--- src/sv/lru_frame_cache_budget_macros.svh ---
// Assertion macros shared by the frame cache RTL.
`ifndef LRU_FRAME_CACHE_BUDGET_MACROS_SVH
`define LRU_FRAME_CACHE_BUDGET_MACROS_SVH

// Same-cycle implication, checked on the rising edge of clk outside reset.
`define LFCB_ASSERT_IMPLY(lbl, ante, cons, msg) \
  lbl: assert property (@(posedge clk) disable iff (!rst_n) (ante) |-> (cons)) else $error(msg);

// Next-cycle implication, checked on the rising edge of clk outside reset.
`define LFCB_ASSERT_NEXT(lbl, ante, cons, msg) \
  lbl: assert property (@(posedge clk) disable iff (!rst_n) (ante) |=> (cons)) else $error(msg);

`endif

--- src/sv/lfcb_pkg.sv ---
// Types, constants and helper functions of the frame cache slot manager.
`default_nettype none

package lfcb_pkg;

  localparam logic [24:0] BUDGET_DEFAULT = 25'd2097152;
  localparam logic [24:0] BUDGET_FLOOR   = 25'd65536;
  localparam logic [24:0] BYTES_MAX      = 25'h1FFFFFF;

  localparam logic OP_REQUEST = 1'b0;
  localparam logic OP_RELEASE = 1'b1;

  localparam logic [2:0] LOAD_OK          = 3'd0;
  localparam logic [2:0] LOAD_NOT_MOUNTED = 3'd1;
  localparam logic [2:0] LOAD_OPEN        = 3'd2;
  localparam logic [2:0] LOAD_SHORT       = 3'd3;
  localparam logic [2:0] LOAD_READ        = 3'd4;

  localparam logic [2:0] STAT_OK          = 3'd0;
  localparam logic [2:0] STAT_NO_KEY      = 3'd1;
  localparam logic [2:0] STAT_BAD_SIZE    = 3'd2;
  localparam logic [2:0] STAT_NOT_MOUNTED = 3'd3;
  localparam logic [2:0] STAT_OPEN        = 3'd4;
  localparam logic [2:0] STAT_SHORT       = 3'd5;
  localparam logic [2:0] STAT_READ        = 3'd6;
  localparam logic [2:0] STAT_MEMORY      = 3'd7;

  typedef enum logic [3:0] {
    S_IDLE,
    S_HSCAN,
    S_CHK0,
    S_CHK,
    S_LSCAN,
    S_FMUL,
    S_FUPD,
    S_LOAD,
    S_REL
  } state_t;

  typedef struct packed {
    logic [31:0] key;
    logic [11:0] width;
    logic [11:0] height;
    logic        alpha;
    logic [31:0] age;
  } entry_t;

  // Bytes taken by a frame of n pixels: two per pixel, one more with alpha.
  function automatic logic [25:0] footprint(input logic [23:0] n, input logic a);
    logic [25:0] base;
    logic [25:0] extra;
    base  = {1'b0, n, 1'b0};
    extra = a ? {2'b00, n} : 26'd0;
    return base + extra;
  endfunction

  function automatic logic [2:0] load_status(input logic [2:0] ld);
    logic [2:0] st;
    case (ld)
      LOAD_NOT_MOUNTED: st = STAT_NOT_MOUNTED;
      LOAD_OPEN:        st = STAT_OPEN;
      LOAD_SHORT:       st = STAT_SHORT;
      LOAD_READ:        st = STAT_READ;
      default:          st = STAT_MEMORY;
    endcase
    return st;
  endfunction

endpackage

`default_nettype wire

--- src/sv/lru_frame_cache_budget.sv ---
// Top level of the LRU frame cache slot manager with a byte budget.
`default_nettype none
`include "lru_frame_cache_budget_macros.svh"

// Usage.
// A command is taken at a rising clock edge where start is high and busy is low; its
// fields sit on the in_ ports at that edge. opcode 0 looks a frame up and, on a miss,
// evicts least recently used slots until the frame fits the byte budget and a slot is
// free, then fills a slot if the load succeeded. opcode 1 releases every slot.
// Each command gives exactly one result, shown on the out_ ports for one cycle with
// out_valid high; the receiver cannot stall, so it must take the transfer then.
// Commands rejected up front (no key, zero size) report the cycle after the transfer.
// The slot table sits in a RAM that is read one slot per cycle; the hit scan walks it
// until a match and the LRU scan walks all of it, one entry at a time. Entry footprints
// come from one shared 12 by 12 multiplier. busy stays high from the transfer until the
// result of every command that is not rejected up front.
// cfg_we writes the byte budget; the user must use it only while the block is idle, which
// the block itself does not enforce. Values below 64 KiB are raised to 64 KiB.
// Reset (rst_n low at a clock edge) clears all slot valid bits, the age counter and
// the byte count, and restores the 2 MiB budget; no clearing pass is needed.

module lru_frame_cache_budget #(
  parameter int SLOT_COUNT = 32
) (
  input  wire logic        clk,
  input  wire logic        rst_n,
  input  wire logic        start,
  output logic             busy,
  input  wire logic        in_opcode,
  input  wire logic [31:0] in_key_id,
  input  wire logic        in_key_present,
  input  wire logic [11:0] in_frame_width,
  input  wire logic [11:0] in_frame_height,
  input  wire logic [2:0]  in_load_result,
  input  wire logic        in_alpha_loaded,
  output logic             out_valid,
  output logic             out_hit,
  output logic [2:0]       out_status,
  output logic [4:0]       out_slot_index,
  output logic             out_frame_has_alpha,
  output logic [5:0]       out_evicted_count,
  output logic [24:0]      out_bytes_used,
  input  wire logic        cfg_we,
  input  wire logic [24:0] cfg_wdata
);

  localparam int IDX_W = (SLOT_COUNT > 1) ? $clog2(SLOT_COUNT) : 1;
  localparam int CNT_W = $clog2(SLOT_COUNT + 1);
  localparam logic [CNT_W-1:0] SLOT_CNT = CNT_W'(SLOT_COUNT);
  localparam int ENT_W = $bits(lfcb_pkg::entry_t);

  // Sequencer and bookkeeping registers.
  lfcb_pkg::state_t  state_r, state_nxt;
  logic [24:0]       budget_r, budget_nxt;
  logic [SLOT_COUNT-1:0] valid_r, valid_nxt;
  logic [31:0]       age_r, age_nxt;
  logic [24:0]       occ_r, occ_nxt;

  // Latched command.
  logic [31:0]       req_key_r, req_key_nxt;
  logic [11:0]       req_w_r, req_w_nxt;
  logic [11:0]       req_h_r, req_h_nxt;
  logic [2:0]        req_load_r, req_load_nxt;
  logic              req_alpha_r, req_alpha_nxt;
  logic [23:0]       req_n_r, req_n_nxt;
  logic [23:0]       prod_r, prod_nxt;

  // Scan pipeline: the address goes out one cycle, its entry comes back the next.
  logic [CNT_W-1:0]  cnt_r, cnt_nxt;
  logic              rd_vld_r, rd_vld_nxt;
  logic [IDX_W-1:0]  rd_idx_r, rd_idx_nxt;

  // Results of the LRU and empty-slot scan.
  logic              evict_mode_r, evict_mode_nxt;
  logic              then_load_r, then_load_nxt;
  logic              lru_found_r, lru_found_nxt;
  logic [31:0]       best_age_r, best_age_nxt;
  logic [IDX_W-1:0]  best_idx_r, best_idx_nxt;
  logic [11:0]       best_w_r, best_w_nxt;
  logic [11:0]       best_h_r, best_h_nxt;
  logic              best_a_r, best_a_nxt;
  logic              empty_found_r, empty_found_nxt;
  logic [IDX_W-1:0]  empty_idx_r, empty_idx_nxt;
  logic [IDX_W-1:0]  pick_r, pick_nxt;
  logic [5:0]        evict_cnt_r, evict_cnt_nxt;

  // Result registers.
  logic              out_valid_r, out_valid_nxt;
  logic              out_hit_r, out_hit_nxt;
  logic [2:0]        out_status_r, out_status_nxt;
  logic [4:0]        out_slot_r, out_slot_nxt;
  logic              out_alpha_r, out_alpha_nxt;
  logic [5:0]        out_evict_r, out_evict_nxt;
  logic [24:0]       out_bytes_r, out_bytes_nxt;

  // Slot table RAM.
  logic              ram_we;
  logic [IDX_W-1:0]  ram_waddr;
  lfcb_pkg::entry_t  ram_wdata;
  logic [IDX_W-1:0]  ram_raddr;
  logic [ENT_W-1:0]  ram_rdata;
  lfcb_pkg::entry_t  rd_ent;

  // The one multiplier: command size at acceptance, a victim's size when it is freed.
  logic [11:0]       mul_a;
  logic [11:0]       mul_b;
  logic [23:0]       mul_p;

  // Combinational helpers.
  logic              accept;
  logic              issue;
  logic              scan_done;
  logic              rd_slot_valid;
  logic              hit_match;
  logic [25:0]       fp_need;
  logic [26:0]       need_sum;
  logic [25:0]       fp_victim;
  logic [25:0]       fp_fill;
  logic [26:0]       fill_sum;
  logic [24:0]       occ_fill;

  assign accept = start && (state_r == lfcb_pkg::S_IDLE);
  assign busy   = (state_r != lfcb_pkg::S_IDLE);

  lfcb_ram #(
    .WIDTH (ENT_W),
    .DEPTH (SLOT_COUNT)
  ) u_slot_ram (
    .clk   (clk),
    .we    (ram_we),
    .waddr (ram_waddr),
    .wdata (ram_wdata),
    .raddr (ram_raddr),
    .rdata (ram_rdata)
  );

  assign rd_ent = lfcb_pkg::entry_t'(ram_rdata);

  assign mul_a = (state_r == lfcb_pkg::S_IDLE) ? in_frame_width : best_w_r;
  assign mul_b = (state_r == lfcb_pkg::S_IDLE) ? in_frame_height : best_h_r;
  assign mul_p = mul_a * mul_b;

  assign issue         = (cnt_r < SLOT_CNT);
  assign scan_done     = !issue && !rd_vld_r;
  assign rd_slot_valid = rd_vld_r && valid_r[rd_idx_r];
  assign hit_match     = rd_slot_valid && (rd_ent.key == req_key_r) &&
                         (rd_ent.width == req_w_r) && (rd_ent.height == req_h_r);

  // Worst-case footprint (with alpha) that the budget check reserves.
  assign fp_need  = lfcb_pkg::footprint(req_n_r, 1'b1);
  assign need_sum = {2'b00, occ_r} + {1'b0, fp_need};
  assign fp_victim = lfcb_pkg::footprint(prod_r, best_a_r);
  assign fp_fill  = lfcb_pkg::footprint(req_n_r, req_alpha_r);
  assign fill_sum = {2'b00, occ_r} + {1'b0, fp_fill};
  assign occ_fill = (fill_sum > {2'b00, lfcb_pkg::BYTES_MAX}) ? lfcb_pkg::BYTES_MAX
                                                              : fill_sum[24:0];

  always_ff @(posedge clk) begin
    if (!rst_n) begin
      state_r     <= lfcb_pkg::S_IDLE;
      budget_r    <= lfcb_pkg::BUDGET_DEFAULT;
      valid_r     <= '0;
      age_r       <= '0;
      occ_r       <= '0;
      cnt_r       <= '0;
      rd_vld_r    <= 1'b0;
      out_valid_r <= 1'b0;
    end else begin
      state_r     <= state_nxt;
      budget_r    <= budget_nxt;
      valid_r     <= valid_nxt;
      age_r       <= age_nxt;
      occ_r       <= occ_nxt;
      cnt_r       <= cnt_nxt;
      rd_vld_r    <= rd_vld_nxt;
      out_valid_r <= out_valid_nxt;
    end
  end

  always_ff @(posedge clk) begin
    req_key_r     <= req_key_nxt;
    req_w_r       <= req_w_nxt;
    req_h_r       <= req_h_nxt;
    req_load_r    <= req_load_nxt;
    req_alpha_r   <= req_alpha_nxt;
    req_n_r       <= req_n_nxt;
    prod_r        <= prod_nxt;
    rd_idx_r      <= rd_idx_nxt;
    evict_mode_r  <= evict_mode_nxt;
    then_load_r   <= then_load_nxt;
    lru_found_r   <= lru_found_nxt;
    best_age_r    <= best_age_nxt;
    best_idx_r    <= best_idx_nxt;
    best_w_r      <= best_w_nxt;
    best_h_r      <= best_h_nxt;
    best_a_r      <= best_a_nxt;
    empty_found_r <= empty_found_nxt;
    empty_idx_r   <= empty_idx_nxt;
    pick_r        <= pick_nxt;
    evict_cnt_r   <= evict_cnt_nxt;
    out_hit_r     <= out_hit_nxt;
    out_status_r  <= out_status_nxt;
    out_slot_r    <= out_slot_nxt;
    out_alpha_r   <= out_alpha_nxt;
    out_evict_r   <= out_evict_nxt;
    out_bytes_r   <= out_bytes_nxt;
  end

  always_comb begin
    state_nxt       = state_r;
    budget_nxt      = budget_r;
    valid_nxt       = valid_r;
    age_nxt         = age_r;
    occ_nxt         = occ_r;
    req_key_nxt     = req_key_r;
    req_w_nxt       = req_w_r;
    req_h_nxt       = req_h_r;
    req_load_nxt    = req_load_r;
    req_alpha_nxt   = req_alpha_r;
    req_n_nxt       = req_n_r;
    prod_nxt        = prod_r;
    cnt_nxt         = cnt_r;
    rd_vld_nxt      = 1'b0;
    rd_idx_nxt      = rd_idx_r;
    evict_mode_nxt  = evict_mode_r;
    then_load_nxt   = then_load_r;
    lru_found_nxt   = lru_found_r;
    best_age_nxt    = best_age_r;
    best_idx_nxt    = best_idx_r;
    best_w_nxt      = best_w_r;
    best_h_nxt      = best_h_r;
    best_a_nxt      = best_a_r;
    empty_found_nxt = empty_found_r;
    empty_idx_nxt   = empty_idx_r;
    pick_nxt        = pick_r;
    evict_cnt_nxt   = evict_cnt_r;
    out_valid_nxt   = 1'b0;
    out_hit_nxt     = out_hit_r;
    out_status_nxt  = out_status_r;
    out_slot_nxt    = out_slot_r;
    out_alpha_nxt   = out_alpha_r;
    out_evict_nxt   = out_evict_r;
    out_bytes_nxt   = out_bytes_r;
    ram_we          = 1'b0;
    ram_waddr       = rd_idx_r;
    ram_wdata       = rd_ent;
    ram_raddr       = cnt_r[IDX_W-1:0];

    if (cfg_we) begin
      budget_nxt = (cfg_wdata < lfcb_pkg::BUDGET_FLOOR) ? lfcb_pkg::BUDGET_FLOOR : cfg_wdata;
    end

    // Both table scans share this address walk.
    if ((state_r == lfcb_pkg::S_HSCAN) || (state_r == lfcb_pkg::S_LSCAN)) begin
      if (issue) begin
        cnt_nxt    = cnt_r + CNT_W'(1);
        rd_vld_nxt = 1'b1;
        rd_idx_nxt = cnt_r[IDX_W-1:0];
      end
    end

    case (state_r)
      lfcb_pkg::S_IDLE: begin
        if (accept) begin
          req_key_nxt   = in_key_id;
          req_w_nxt     = in_frame_width;
          req_h_nxt     = in_frame_height;
          req_load_nxt  = in_load_result;
          req_alpha_nxt = in_alpha_loaded;
          req_n_nxt     = mul_p;
          evict_cnt_nxt = '0;
          cnt_nxt       = '0;
          out_hit_nxt   = 1'b0;
          out_slot_nxt  = '0;
          out_alpha_nxt = 1'b0;
          out_evict_nxt = '0;
          out_bytes_nxt = occ_r;
          if (in_opcode == lfcb_pkg::OP_RELEASE) begin
            state_nxt = lfcb_pkg::S_REL;
          end else if (!in_key_present) begin
            out_valid_nxt  = 1'b1;
            out_status_nxt = lfcb_pkg::STAT_NO_KEY;
          end else if ((in_frame_width == 12'd0) || (in_frame_height == 12'd0)) begin
            out_valid_nxt  = 1'b1;
            out_status_nxt = lfcb_pkg::STAT_BAD_SIZE;
          end else begin
            state_nxt = lfcb_pkg::S_HSCAN;
          end
        end
      end

      lfcb_pkg::S_HSCAN: begin
        if (hit_match) begin
          // Refresh the age stamp of the matching slot and report the hit.
          age_nxt        = age_r + 32'd1;
          ram_we         = 1'b1;
          ram_waddr      = rd_idx_r;
          ram_wdata      = rd_ent;
          ram_wdata.age  = age_r + 32'd1;
          rd_vld_nxt     = 1'b0;
          out_valid_nxt  = 1'b1;
          out_hit_nxt    = 1'b1;
          out_status_nxt = lfcb_pkg::STAT_OK;
          out_slot_nxt   = 5'(rd_idx_r);
          out_alpha_nxt  = rd_ent.alpha;
          state_nxt      = lfcb_pkg::S_IDLE;
        end else if (scan_done) begin
          state_nxt = lfcb_pkg::S_CHK0;
        end
      end

      lfcb_pkg::S_CHK0: begin
        // A frame that cannot fit even without alpha is refused outright.
        if ({req_n_r, 1'b0} > budget_r) begin
          out_valid_nxt  = 1'b1;
          out_status_nxt = lfcb_pkg::STAT_BAD_SIZE;
          state_nxt      = lfcb_pkg::S_IDLE;
        end else begin
          state_nxt = lfcb_pkg::S_CHK;
        end
      end

      lfcb_pkg::S_CHK: begin
        evict_mode_nxt  = (need_sum > {2'b00, budget_r}) && (|valid_r);
        then_load_nxt   = 1'b0;
        lru_found_nxt   = 1'b0;
        empty_found_nxt = 1'b0;
        cnt_nxt         = '0;
        state_nxt       = lfcb_pkg::S_LSCAN;
      end

      lfcb_pkg::S_LSCAN: begin
        if (rd_vld_r) begin
          if (valid_r[rd_idx_r]) begin
            if (!lru_found_r || (rd_ent.age < best_age_r)) begin
              lru_found_nxt = 1'b1;
              best_age_nxt  = rd_ent.age;
              best_idx_nxt  = rd_idx_r;
              best_w_nxt    = rd_ent.width;
              best_h_nxt    = rd_ent.height;
              best_a_nxt    = rd_ent.alpha;
            end
          end else if (!empty_found_r) begin
            empty_found_nxt = 1'b1;
            empty_idx_nxt   = rd_idx_r;
          end
        end
        if (scan_done) begin
          if (evict_mode_r) begin
            state_nxt = lfcb_pkg::S_FMUL;
          end else if (empty_found_r) begin
            pick_nxt  = empty_idx_r;
            state_nxt = lfcb_pkg::S_LOAD;
          end else if (lru_found_r) begin
            // Table full: the least recently used slot makes room.
            pick_nxt      = best_idx_r;
            then_load_nxt = 1'b1;
            state_nxt     = lfcb_pkg::S_FMUL;
          end else begin
            pick_nxt  = '0;
            state_nxt = lfcb_pkg::S_LOAD;
          end
        end
      end

      lfcb_pkg::S_FMUL: begin
        prod_nxt  = mul_p;
        state_nxt = lfcb_pkg::S_FUPD;
      end

      lfcb_pkg::S_FUPD: begin
        occ_nxt   = ({1'b0, occ_r} >= fp_victim) ? 25'({1'b0, occ_r} - fp_victim) : 25'd0;
        valid_nxt[best_idx_r] = 1'b0;
        evict_cnt_nxt = evict_cnt_r + 6'd1;
        state_nxt = then_load_r ? lfcb_pkg::S_LOAD : lfcb_pkg::S_CHK;
        out_bytes_nxt = occ_nxt;
        out_evict_nxt = evict_cnt_nxt;
      end

      lfcb_pkg::S_LOAD: begin
        out_valid_nxt = 1'b1;
        out_evict_nxt = evict_cnt_r;
        state_nxt     = lfcb_pkg::S_IDLE;
        if (req_load_r != lfcb_pkg::LOAD_OK) begin
          out_status_nxt = lfcb_pkg::load_status(req_load_r);
          out_bytes_nxt  = occ_r;
        end else begin
          ram_we           = 1'b1;
          ram_waddr        = pick_r;
          ram_wdata.key    = req_key_r;
          ram_wdata.width  = req_w_r;
          ram_wdata.height = req_h_r;
          ram_wdata.alpha  = req_alpha_r;
          ram_wdata.age    = age_r + 32'd1;
          age_nxt          = age_r + 32'd1;
          valid_nxt[pick_r] = 1'b1;
          occ_nxt          = occ_fill;
          out_status_nxt   = lfcb_pkg::STAT_OK;
          out_slot_nxt     = 5'(pick_r);
          out_alpha_nxt    = req_alpha_r;
          out_bytes_nxt    = occ_fill;
        end
      end

      lfcb_pkg::S_REL: begin
        if (issue) begin
          if (valid_r[cnt_r[IDX_W-1:0]]) begin
            evict_cnt_nxt = evict_cnt_r + 6'd1;
          end
          valid_nxt[cnt_r[IDX_W-1:0]] = 1'b0;
          cnt_nxt = cnt_r + CNT_W'(1);
        end else begin
          occ_nxt        = '0;
          out_valid_nxt  = 1'b1;
          out_status_nxt = lfcb_pkg::STAT_OK;
          out_evict_nxt  = evict_cnt_r;
          out_bytes_nxt  = '0;
          state_nxt      = lfcb_pkg::S_IDLE;
        end
      end

      default: begin
        state_nxt = lfcb_pkg::S_IDLE;
      end
    endcase
  end

  assign out_valid           = out_valid_r;
  assign out_hit             = out_hit_r;
  assign out_status          = out_status_r;
  assign out_slot_index      = out_slot_r;
  assign out_frame_has_alpha = out_alpha_r;
  assign out_evicted_count   = out_evict_r;
  assign out_bytes_used      = out_bytes_r;

  // An accepted command either reports at once or keeps the block busy.
  `LFCB_ASSERT_NEXT(a_accept_progress, start && !busy, busy || out_valid, "command lost after transfer")
  // A result is only shown once the sequencer has returned to idle.
  `LFCB_ASSERT_IMPLY(a_result_idle, out_valid, !busy, "result strobe while busy")
  // Failed requests carry no slot information.
  `LFCB_ASSERT_IMPLY(a_fail_fields, out_valid && (out_status != lfcb_pkg::STAT_OK), !out_hit && (out_slot_index == 5'd0) && !out_frame_has_alpha, "failed result carries slot data")
  // The budget register never drops below its floor.
  `LFCB_ASSERT_IMPLY(a_budget_floor, 1'b1, budget_r >= lfcb_pkg::BUDGET_FLOOR, "budget below floor")

endmodule

`default_nettype wire

--- src/sv/lfcb_ram.sv ---
// Generic single-port-write, single-port-read RAM with registered read data.
`default_nettype none

module lfcb_ram #(
  parameter int WIDTH = 89,
  parameter int DEPTH = 32
) (
  input  wire logic                     clk,
  input  wire logic                     we,
  input  wire logic [$clog2(DEPTH)-1:0] waddr,
  input  wire logic [WIDTH-1:0]         wdata,
  input  wire logic [$clog2(DEPTH)-1:0] raddr,
  output logic      [WIDTH-1:0]         rdata
);

  logic [WIDTH-1:0] mem [DEPTH];

  always_ff @(posedge clk) begin
    if (we) begin
      mem[waddr] <= wdata;
    end
    rdata <= mem[raddr];
  end

endmodule

`default_nettype wire
--- config.mk ---
export PLATFORM = sky130hd
export DESIGN_NAME = lru_frame_cache_budget
export DESIGN_NICKNAME = d
export VERILOG_FILES = /design/src/sv/lfcb_pkg.sv /design/src/sv/lru_frame_cache_budget.sv /design/src/sv/lfcb_ram.sv
export VERILOG_INCLUDE_DIRS = /design/src /design/src/sv
export SDC_FILE = /design/constraint.sdc
export NUM_CORES = 2
export LEC_CHECK = 0
export BUFFER_PORTS_ARGS = -buffer_cell sky130_fd_sc_hd__clkbuf_2
export CORE_UTILIZATION = 50
export CTS_BUF_LIST = sky130_fd_sc_hd__clkbuf_4
export DETAILED_ROUTE_END_ITERATION = 6
export GPL_TIMING_DRIVEN = 0
export PLACE_DENSITY = 0.68
export SLEW_MARGIN = 20
export SYNTH_ARGS = -nofsm -noshare
export SYNTH_HDL_FRONTEND = slang
export SYNTH_SLANG_ARGS = --single-unit
--- constraint.sdc ---
create_clock -name clk -period 8.55 [get_ports clk]
set_input_delay 1.71 -clock clk [delete_from_list [all_inputs] [get_ports clk]]
set_output_delay 1.71 -clock clk [all_outputs]
set_load 0.05 [all_outputs]
==> results_dict.tcl <==
set metrics [dict create \
    std_cell_rows 191 \
    fraction_of_final_layout_cells_sized_beyond_drive_strength_1 0.281 \
    maxSlewHeadroom 0.142 \
    critPathRequiredTime_ns 9.61 \
    placedCellCount 11600 \
    clock_power_share 0.308 \
    rsz_0062_raised_after_global_routing "no" \
    power_switching_share 0.304 \
    cts.sinks 3299 \
    post_synth_main_area_contributors "edfxtp_1, mux4_2, dfxtp_1, ha_1, fa_1" \
    failed_checks "DRC" \
    min_path_type "reg -> reg" \
    setup_ws_ns 0.477 \
    worst_r2r_endpoint "prod_r[23]$_DFFE_PP_" \
    worst-setup-path-type "reg -> reg" \
    worstPathMaxFanout 10 \
    clock_latency_ns 1.48 \
    critical_path.startpoint "state_r[2]$_SDFFE_PN0P_" \
    top_reg_cell_synth "edfxtp_1" \
    antenna_violating_nets_post_route 0 \
    irDropWorstVdd_v 0.000506 \
    post-route-period-util 0.944 \
    syn_area_um2 137000 \
    r2r_slack_ns 0.48 \
    ys_seq_area_frac 0.707 \
    final-hold-violation-count 0 \
    cts_root_buf "clkbuf_4" \
    synth_seq_cells 3299 \
    powerDensity_nw_per_um2 268 \
    setup.worst_path.end "prod_r[23]$_DFFE_PP_" \
    drt-initial-drc-count 11700 \
    number_of_setup_violations_in_the_final_report 0 \
    dr.pass1.iters 7 \
    worst_setup_path_start_kind "flop" \
    cts_buffers 798 \
    status "finished, violations left" \
    postLayoutCoreUtil 0.586 \
    drcViolationCount 1 \
    maximum_clock_path_buffer_count 4 \
    dpl_worst_slack_ns -0.138 \
    chipHeight_um 525 \
    synthesis.instances 7643 \
    htreeDepth 6 \
    dpl.hpwl_um 289000 \
    die_width_um 525 \
    grt_util_all_layers 0.301 \
    design.final.nets 9343 \
    static-leakage-power_nw 53.5 \
    number_of_flops_mapped_to_enable_cells_by_yosys 3084 \
    grt_pass1_wl_um 589000 \
    post_synthesis_area_per_instance_um2 17.9 \
    synth_warnings 0 \
    io-pin-count 134 \
    timing.reg2reg.worst_path_depth 25 \
    worst_ep_arrival_time_ns 9.13 \
    timing.max_cap.violations 0 \
    fin_skew_ns 0.180 \
    routed_wl_um 420000 \
    grt_antenna_before_repair 19 \
    ys_async_sr_fraction 0 \
    routed_via_density 6.35 \
    synthDistinctLibCells 87 \
    floorplan.die_area_um2 276000 \
    post_syn_nets 8131 \
    layout.cells.most_common "edfxtp_1" \
    initial_utilization 0.504 \
    fill_cells 20000 \
    fmax_mhz 124 \
    pwr-share-seq 0.446 \
    syn_to_final_growth_pct 16.1 \
    vias 82900 \
    combPwrFrac 0.246 \
    floorplan.core_area_um2 272000 \
    max_slew.worst_pin.slew_ns 1.29 \
    cts_tree "yes" \
    worst_setup_path_end_kind "flop" \
    regToRegStartpoint "state_r[2]$_SDFFE_PN0P_" \
    port-buffer-count 132 \
    slew_violations 0 \
    post-route-min-period_ns 8.07 \
    wl_per_cell_um 32.1 \
    final_cell_mix "edfxtp_1, clkbuf_4, mux4_2, nand2_1, a22oi_1" \
    synth_top_cell_area_share 0.676 \
    grt_pass1_vias 82200 \
    synth_area_leader_cell "edfxtp_1" \
    path_clk_slew_ns 0.08 \
    cellInternalPower_w 0.0296 \
    gp_congestion 0.900 \
    finished_layout_cells 13100 \
    grt_start_max_net_pins 33 \
    switching_power_w 0.0129 \
    grt_overflow 0 \
]
-- registers in the layout, indices dropped and copies added (netlist names), 12 cells and up --
| register | cells |
|---|---|
| u_slot_ram.rdata | 89 |
| u_slot_ram.mem | 2848 |
| best_age_r | 32 |
| best_w_r | 12 |
| req_w_r | 12 |
| occ_r | 25 |
| prod_r | 24 |
| age_r | 32 |
| req_key_r | 32 |
| req_n_r | 24 |
| out_bytes_used | 25 |
| req_h_r | 12 |
| valid_r | 32 |
| best_h_r | 12 |
| budget_r | 25 |
-- how the worst min path moves through the flow --
stage | startpoint | to | slack [ns] | cells after the start
2_1_floorplan | cnt_r[4]$_SDFF_PN0_ | rd_idx_r[4]$_DFFE_PP_ | 0.41 | 0
3_3_place_gp | cnt_r[2]$_SDFF_PN0_ | rd_idx_r[2]$_DFFE_PP_ | 0.44 | 0
3_5_place_dp | cnt_r[4]$_SDFF_PN0_ | rd_idx_r[4]$_DFFE_PP_ | 0.45 | 0
4_1_cts | in_key_id[10] | req_key_r[10]$_DFFE_PP_ | 0.35 | 1
5_1_grt | in_key_id[10] | req_key_r[10]$_DFFE_PP_ | 0.43 | 1
6_report | u_slot_ram.rdata[19]$_DFF_P_ | best_age_r[19]$_DFFE_PP_ | 0.45 | 0
-- repair_timing --
| action | in CTS | in global routing |
|---|---|---|
| buffers inserted | 0 | 0 |
| hold buffers | 0 | 0 |
| cloned | 0 | 0 |
| endpoints found under the setup margin | 4 | 8 |
| gates resized for setup | 5 | 4 |
-- Yosys cell counts (38+ instances only) --
| master | number |
|---|---|
| edfxtp_1 | 3084 |
| mux4_2 | 730 |
| nand2_1 | 531 |
| a22oi_1 | 392 |
| nor2_1 | 302 |
| inv_1 | 252 |
| ha_1 | 247 |
| clkbuf_1 | 239 |
| dfxtp_1 | 215 |
| a21oi_1 | 194 |
| o21ai_0 | 172 |
| fa_1 | 150 |
| nand4_1 | 125 |
| xnor2_1 | 117 |
| buf_1 | 94 |
| xor2_1 | 76 |
| a21o_1 | 66 |
| and2_1 | 64 |
| nand3_1 | 63 |
| o22ai_1 | 43 |
| a31oi_1 | 38 |
-- layer usage --
metal | vias up | track usage | share of wire
met3 | 938 | 0.0884 | 0.13
met1 | 42400 | 0.402 | 0.37
met2 | 5866 | 0.464 | 0.46
met4 | 20 | 0.124 | 0.043
li1 | 33800 | - | -
met5 | - | 0 | 0.00032
-- layout make-up --
type                       count  area (µm²)  area share
antenna                       15        37.5    0.000236
multi-input combinational   3740       38400       0.242
timing repair buffer         413        6490      0.0408
sequential                  3299       96900       0.609
buffer                       347        1460     0.00918
clock inverter               205        1130     0.00712
inverter                     256         961     0.00604
clock buffer                1227        9210      0.0579
tap                         3570        4470      0.0281
-- per-stage QoR --
stage / instance area (µm²) / total power [W] / hold slack, ns / TNS, ns
finish: 159000 / 0.0426 / 0.450 / 0
global route: 159000 / 0.0446 / 0.427 / 0
CTS: 159000 / 0.0427 / 0.348 / 0
detailed placement: 149000 / 0.0298 / 0.451 / -0.276
global placement: 142000 / 0.0295 / 0.438 / -
floorplan: 137000 / 0.0266 / 0.406 / 0
-- power by group through the flow --
stage	Combinational, W	Sequential (W)	Clock (W)
5_1_grt	0.0116	0.0190	0.0140
3_5_place_dp	0.0104	0.0193	0
2_1_floorplan	0.00730	0.0193	0
6_report	0.0105	0.0190	0.0131
3_3_place_gp	0.0101	0.0194	0
4_1_cts	0.0105	0.0190	0.0132
-- critical path, cell delays in order (launching register included) --
cell and delay [ns]:
dfxtp_1 0.34, clkbuf_2 0.22, nor4_2 0.27, buf_2 0.41, buf_1 0.59, mux2i_1 0.86
nor2_1 0.17, fa_1 0.52, inv_1 0.06, fa_1 0.54, inv_1 0.06, fa_1 0.46
fa_1 0.49, inv_1 0.05, fa_1 0.47, inv_1 0.07, ha_1 0.35, or2_2 0.32
a21oi_1 0.19, o31ai_1 0.14, a41o_1 0.29, a21o_1 0.18, a21oi_1 0.21, o21bai_1 0.09
a21oi_1 0.17, xnor2_1 0.26
-- cell families (layout without fill, tap and decap cells) --
kind of cell    after synthesis  count (layout)  synth area share
flops                      3299            3299             0.707
simple gates               1307            1307            0.0443
compound gates             1075            1075            0.0521
mux                         768             768             0.123
buf+inv                     604            2448            0.0167
fa+ha+maj                   397             397            0.0445
xor+xnor                    193             193            0.0123
other cells                   0              15                 0
(Power assumes the default switching activity.)
